`src/design/tgi_pkg.sv`:
```
// ----------------------------------------------------------------------------
// tgi_pkg
// shared types and constants of the trilinear grid interpolator
// ----------------------------------------------------------------------------
package tgi_pkg;

  localparam int ADDR_W      = 12;
  localparam int STORE_DEPTH = 4096;
  localparam int SAMPLE_W    = 16;
  localparam int COORD_W     = 16;
  localparam int CFG_IDX_W   = 3;
  localparam int CFG_DATA_W  = 16;
  localparam int CORNER_W    = 3;

  localparam logic KIND_WRITE = 1'b0;
  localparam logic KIND_QUERY = 1'b1;

  // configuration register map
  typedef enum logic [CFG_IDX_W-1:0] {
    CFG_ORIGIN_X   = 3'd0,
    CFG_ORIGIN_Y   = 3'd1,
    CFG_ORIGIN_Z   = 3'd2,
    CFG_INV_STEP_X = 3'd3,
    CFG_INV_STEP_Y = 3'd4,
    CFG_INV_STEP_Z = 3'd5
  } cfg_reg_t;

  // operand select of the shared lerp unit
  typedef enum logic [1:0] {
    LSEL_X  = 2'd0,
    LSEL_Y0 = 2'd1,
    LSEL_Y1 = 2'd2,
    LSEL_Z  = 2'd3
  } lerp_sel_t;

  typedef struct packed {
    logic                       kind;
    logic [ADDR_W-1:0]          grid_address;
    logic signed [SAMPLE_W-1:0] grid_value;
    logic signed [COORD_W-1:0]  query_x;
    logic signed [COORD_W-1:0]  query_y;
    logic signed [COORD_W-1:0]  query_z;
  } in_item_t;

  typedef struct packed {
    logic signed [SAMPLE_W-1:0] interpolated;
    logic                       out_of_range;
  } out_item_t;

  // controller to datapath commands
  typedef struct packed {
    logic                write_grid;
    logic                load_query;
    logic                calc_prod;
    logic                calc_split;
    logic                calc_base;
    logic                rd_en;
    logic [CORNER_W-1:0] corner;
    lerp_sel_t           lerp_sel;
    logic                emit;
  } cmd_t;

endpackage

```
`src/design/tgi_ctrl.sv`:
```
// ----------------------------------------------------------------------------
// tgi_ctrl
// sequencer: axis math, eight corner reads, y and z lerps
// ----------------------------------------------------------------------------
module tgi_ctrl (
  input  logic          clk,
  input  logic          rst_n,
  input  logic          start,
  input  logic          in_kind,
  output logic          busy,
  output tgi_pkg::cmd_t cmd
);

  typedef enum logic [8:0] {
    S_IDLE    = 9'b000000001,
    S_MUL     = 9'b000000010,
    S_SPLIT   = 9'b000000100,
    S_ADDR    = 9'b000001000,
    S_FETCH   = 9'b000010000,
    S_DRAIN   = 9'b000100000,
    S_LERP_Y0 = 9'b001000000,
    S_LERP_Y1 = 9'b010000000,
    S_LERP_Z  = 9'b100000000
  } state_t;

  state_t                       state_r, state_nxt;
  logic [tgi_pkg::CORNER_W-1:0] cnt_r, cnt_nxt;

  always_ff @(posedge clk) begin
    if (!rst_n) begin
      state_r <= S_IDLE;
      cnt_r   <= '0;
    end else begin
      state_r <= state_nxt;
      cnt_r   <= cnt_nxt;
    end
  end

  always_comb begin
    state_nxt    = state_r;
    cnt_nxt      = cnt_r;
    cmd          = '0;
    cmd.lerp_sel = tgi_pkg::LSEL_X;
    cmd.corner   = cnt_r;
    busy         = 1'b1;
    case (state_r)
      S_IDLE: begin
        busy = 1'b0;
        if (start) begin
          if (in_kind == tgi_pkg::KIND_QUERY) begin
            cmd.load_query = 1'b1;
            state_nxt      = S_MUL;
          end else begin
            cmd.write_grid = 1'b1;
          end
        end
      end
      S_MUL: begin
        cmd.calc_prod = 1'b1;
        state_nxt     = S_SPLIT;
      end
      S_SPLIT: begin
        cmd.calc_split = 1'b1;
        state_nxt      = S_ADDR;
      end
      S_ADDR: begin
        cmd.calc_base = 1'b1;
        cnt_nxt       = '0;
        state_nxt     = S_FETCH;
      end
      S_FETCH: begin
        cmd.rd_en = 1'b1;
        cnt_nxt   = cnt_r + 1'b1;
        if (cnt_r == '1) begin
          state_nxt = S_DRAIN;
        end
      end
      S_DRAIN: begin
        state_nxt = S_LERP_Y0;
      end
      S_LERP_Y0: begin
        cmd.lerp_sel = tgi_pkg::LSEL_Y0;
        state_nxt    = S_LERP_Y1;
      end
      S_LERP_Y1: begin
        cmd.lerp_sel = tgi_pkg::LSEL_Y1;
        state_nxt    = S_LERP_Z;
      end
      S_LERP_Z: begin
        cmd.lerp_sel = tgi_pkg::LSEL_Z;
        cmd.emit     = 1'b1;
        state_nxt    = S_IDLE;
      end
      default: begin
        state_nxt = S_IDLE;
      end
    endcase
  end

endmodule

```
`config.mk`:
```
export PLATFORM = sky130hd
export DESIGN_NAME = tgi_ctrl
export DESIGN_NICKNAME = d
export VERILOG_FILES = /design/src/design/tgi_pkg.sv /design/src/design/tgi_ctrl.sv
export SDC_FILE = /design/constraint.sdc
export NUM_CORES = 1
export LEC_CHECK = 0
export ABC_AREA = 1
export ABC_CLOCK_PERIOD_IN_PS = 1100
export BUFFER_PORTS_ARGS = -buffer_cell sky130_fd_sc_hd__buf_4
export CAP_MARGIN = 20
export CORE_ASPECT_RATIO = 1.2
export CORE_MARGIN = 2
export CORE_UTILIZATION = 30
export DETAILED_ROUTE_END_ITERATION = 8
export GPL_TIMING_DRIVEN = 1
export SLEW_MARGIN = 40
export SYNTH_ARGS = -nofsm -noshare
export SYNTH_HDL_FRONTEND = slang
export SYNTH_SLANG_ARGS = --single-unit
```
`constraint.sdc`:
```
create_clock -name clk -period 1.1 [get_ports clk]
set_input_delay 0.22 -clock clk [delete_from_list [all_inputs] [get_ports clk]]
set_output_delay 0.22 -clock clk [all_outputs]
set_load 0.01 [all_outputs]
```
=== Yosys cells after proc, flatten, opt, wreduce, memory -nomap -nowiden ===
Cells that the tools add are included.

* Register bits after elaboration: 12
* Bits in latches: 0
* Bits in writable memories: 0
* Bits in read-only memories: 0
* Bits of input ports: 4
* Output and inout bits: 13
* Logic and storage cells: 34
* Memories: 0

* Add/subtract/negate cells: 1
* $mul: 0
* Div/mod/pow operators: 0
* Magnitude comparators: 0
* Eq/ne operators: 13
* Shift-type cells: 0
* Mux-type cells: 16
* Bitwise logic cells: 0
* Reduce and logical (&&, ||, !) cells: 2

{| class="wikitable"
|+ Operator list
! operator !! number
|-
| 9-bit one-hot mux with 8 select lines || 1
|-
| 9-bit 2-to-1 mux || 3
|-
| 9-bit by 1-bit == test with 1-bit output (second input constant) || 1
|-
| 9-bit by 2-bit == test with 1-bit output (second input constant) || 1
|-
| 9-bit by 3-bit == test with 1-bit output (second input constant) || 1
|-
| 9-bit by 4-bit == test with 1-bit output (second input constant) || 1
|-
| 9-bit by 5-bit == test with 1-bit output (second input constant) || 1
|-
| 9-bit by 6-bit == test with 1-bit output (second input constant) || 1
|-
| 9-bit by 7-bit == test with 1-bit output (second input constant) || 1
|-
| 9-bit by 8-bit == test with 1-bit output (second input constant) || 1
|-
| 9-bit == test (second input constant) || 1
|-
| 1-bit 2-to-1 mux || 8
|-
| 2-bit inequality test (second input constant) || 3
|-
| 2-bit one-hot mux with 3 select lines || 1
|-
| 3-bit one-hot mux with 2 select lines || 1
|-
| 2-bit 2-to-1 mux || 2
|-
| 3-bit by 1-bit adder with 3-bit output (second input constant) || 1
|-
| 3-bit == test (second input constant) || 1
|-
| 3-bit AND reduction || 1
|-
| 2-bit nonzero test || 1
|}

=== Longest topological paths before layout ===
* Depth after elaboration: 3
* Depth in mapped cells: 8
* Depth with buffers taken out: 8

=== Worst setup path before layout ===
Ideal clock, no wire load.

* Kind: register -> output
* From: register state_r[2]
* To: output port cmd[10] (netlist bit)
* Arrival: 1079 ps
* Required time: 880 ps
* Setup slack: -199 ps
* Cell stages (with the launch flop): 6
* Path buffers: 0
* Cell sequence: dfxtp_1 > nor2_4 > nand2_2 > nor2_4 > nand2_2 > nor3_1

{| class="wikitable"
|+ RTL lines
! what !! line !! text
|-
| from (decl) || tgi_ctrl.sv:26 || <nowiki>state_t state_r, state_nxt;</nowiki>
|-
| from (signal assigned) || tgi_ctrl.sv:34 || <nowiki>state_r <= state_nxt;</nowiki>
|-
| to (decl) || tgi_ctrl.sv:11 || <nowiki>output tgi_pkg::cmd_t cmd</nowiki>
|}

==> impl_metrics.toml <==
[outcome]
status = "finished, violations left"
violations = "setup timing"

[worst_setup_path]
r2r_cells = 10
critPathKind = "flip-flop to output pin"
critPathCaptureType = "output pin"
cp.arrival_ps = 1350
cp_max_fo = 4
cp.required_ps = 880
start_kind = "flip-flop"

[timing]
fin_setup_tns_ps = -6850
period_needed_ps = 1570
skew_ps = 8.18
finalHoldViolCount = 0
maxSlewHeadroom = 0.854
fmax_mhz = 636
finalMaxSlewViolations = 0
worst_pin_slew_ps = 218
setup_viol = 22
fin_crit_sh = 1.43
grt_setup_unrepaired = "yes"
fin_ws_ps = -472

[clock_tree]
cts_max_path_buffers = 2
cts_tree = "built"
clk_pin_slew_ps = 70
cts_max_level = 1
clk_latency_ps = 280
hold_buffers = 0
clock_sinks = 12
numCtsBuffers = 3
root_buffer = "clkbuf_4"

[synthesis]
synth-seq-cells = 12
synth_largest_area_cell = "dfxtp_1"
synth_cell_types = 24
synth_seq_area_share = 0.309
synth_warnings = 0
syn_nets = 120
syn_avg_cell_area_um2 = 6.82
synth_cells = 114
netlist_top_cells_area = "dfxtp_1 (31%), nand2_1 (13%), inv_1 (12%)"
syn_area_um2 = 777
yosysTopAreaCellShare = 0.309

[placed_design]
post-place-cells = 177
routabilityCongestion = 0.741
dpl.hpwl_um = 1410
io_buffers = 16

[global_routing]
track_usage = 0.144
grt_pass1_vias = 783
antenna_found_initial = 0
grt_overflow_total = 0
grt_pass1_wl_um = 3290
grt_max_degree = 10

[floorplanning]
die_x_um = 50.5
die_area_um2 = 3010
ioPinCount = 17
fp-row-count = 20
die_h_um = 59.8
start_util = 0.310
core_area_um2 = 2500

[route]
wl_per_cell_um = 11.0
dr.pass1.iters = 4
antenna_left = 0
viasPerCell = 4.44
drt-initial-drc-count = 23
drcViolationCount = 0
wl_um = 2110
vias = 856

[worst_hold_path]
worstHoldPathType = "primary input to flip-flop"
hold_path_depth = 3

[power]
peakVddDrop_uv = 654
leakage_nw = 0.775
power.density_nw_per_um2 = 1070

[finish]
fin_util = 0.568
drive_above_1_share = 0.613
final-instance-count-excl-fill = 193
n_fill_cell = 228
num_antenna_cells = 0
area_growth_pct = 82.8
nets = 167

[job]
maxCapViolCount = 0
## cells in the mapped netlist, drive strengths merged
cell and count:
a21boi 1, a21oi 2, buf 1, clkinv 1, dfxtp 12, ha 2
inv 28, nand2 32, nand3 5, nand4 5, nor2 17, nor3 4
nor4 1, o21ai 1, or2 2
## where the power goes
| part | internal, W | total, W | switching [W] |
|---|---|---|---|
| Clock | 0.000202 | 0.000364 | 0.000162 |
| Sequential | 0.000457 | 0.000479 | 0.0000220 |
| Combinational | 0.000339 | 0.000674 | 0.000335 |
| Total | 0.000997 | 0.00152 | 0.000519 |
## registers in the layout, summed over array words and instances (netlist names)
signal	cells
state_r	9
cnt_r	3
## layout make-up
type	count	area [µm²]	area share
clock buffer	4	36.3	0.0256
timing repair buffer	42	415	0.293
tap	33	41.3	0.0291
multi-input combinational	73	562	0.396
inverter	29	114	0.0802
sequential	12	251	0.177
## stage by stage
stage	worst slack, ps	instance area [µm²]	hold slack (ps)	total power [W]
2_1_floorplan	-97.5	822	426	0.000758
3_3_place_gp	-191	1090	512	0.000909
3_5_place_dp	-225	1090	521	0.000919
4_1_cts	-481	1290	216	0.00135
5_1_grt	-574	1420	219	0.00160
6_report	-472	1420	227	0.00152
## cells in the final DEF, fill, tap and decap left out, types with 2 or more instances in the layout
cell type,synthesis,layout
nor2_4,2,5
nand2_4,2,5
or2_1,2,2
buf_12,0,2
dfxtp_1,12,3
buf_4,0,20
nor2_1,11,8
nand2_1,27,20
clkbuf_4,0,3
nand3_4,1,3
nand4_1,5,5
nor2_2,3,3
dfxtp_2,0,9
inv_1,25,23
nand3_2,2,3
buf_6,0,20
nand2_2,3,7
ha_2,0,2
nor3_4,0,3
inv_2,3,5
a21oi_2,0,2
## layer usage
metal,wire length [µm],share of wire,GRT usage
met2,1180,0.56,0.278
met3,72,0.034,0.0200
met1,819,0.39,0.153
met4,44,0.021,0.0695
met5,0,0,0
## worst paths after layout
check,from,slack (ps),to
min reg2reg,cnt_r[2],510,cnt_r[2]
min,rst_n,230,state_r[4]
max reg2reg,state_r[3],-340,cnt_r[1]
max,state_r[7],-470,cmd[10]
## cell families after synthesis
group | count (synthesis) | share of synthesized area
AO/OA/AOI/OAI | 4 | 0.0290
AND/OR/NAND/NOR | 66 | 0.481
adder cells (fa/ha/maj) | 2 | 0.0322
flip-flops | 12 | 0.309
buffers and inverters | 30 | 0.148
## worst max-delay path: stages (launching register included)
cell and delay (ps):
dfxtp_2 340, nor2_4 140, nand2_4 90, nor2_4 150, nand2_4 100, nor3_4 130
buf_6 120
## what timing repair did
action | 4_1_cts | 5_1_grt
cloned | 1 | 0
buffers inserted | 8 | 7
pin swaps | 8 | 17
setup endpoints to repair | 23 | 24
gates resized for setup | 28 | 24
No activity file was read; power rests on OpenSTA's default activity.
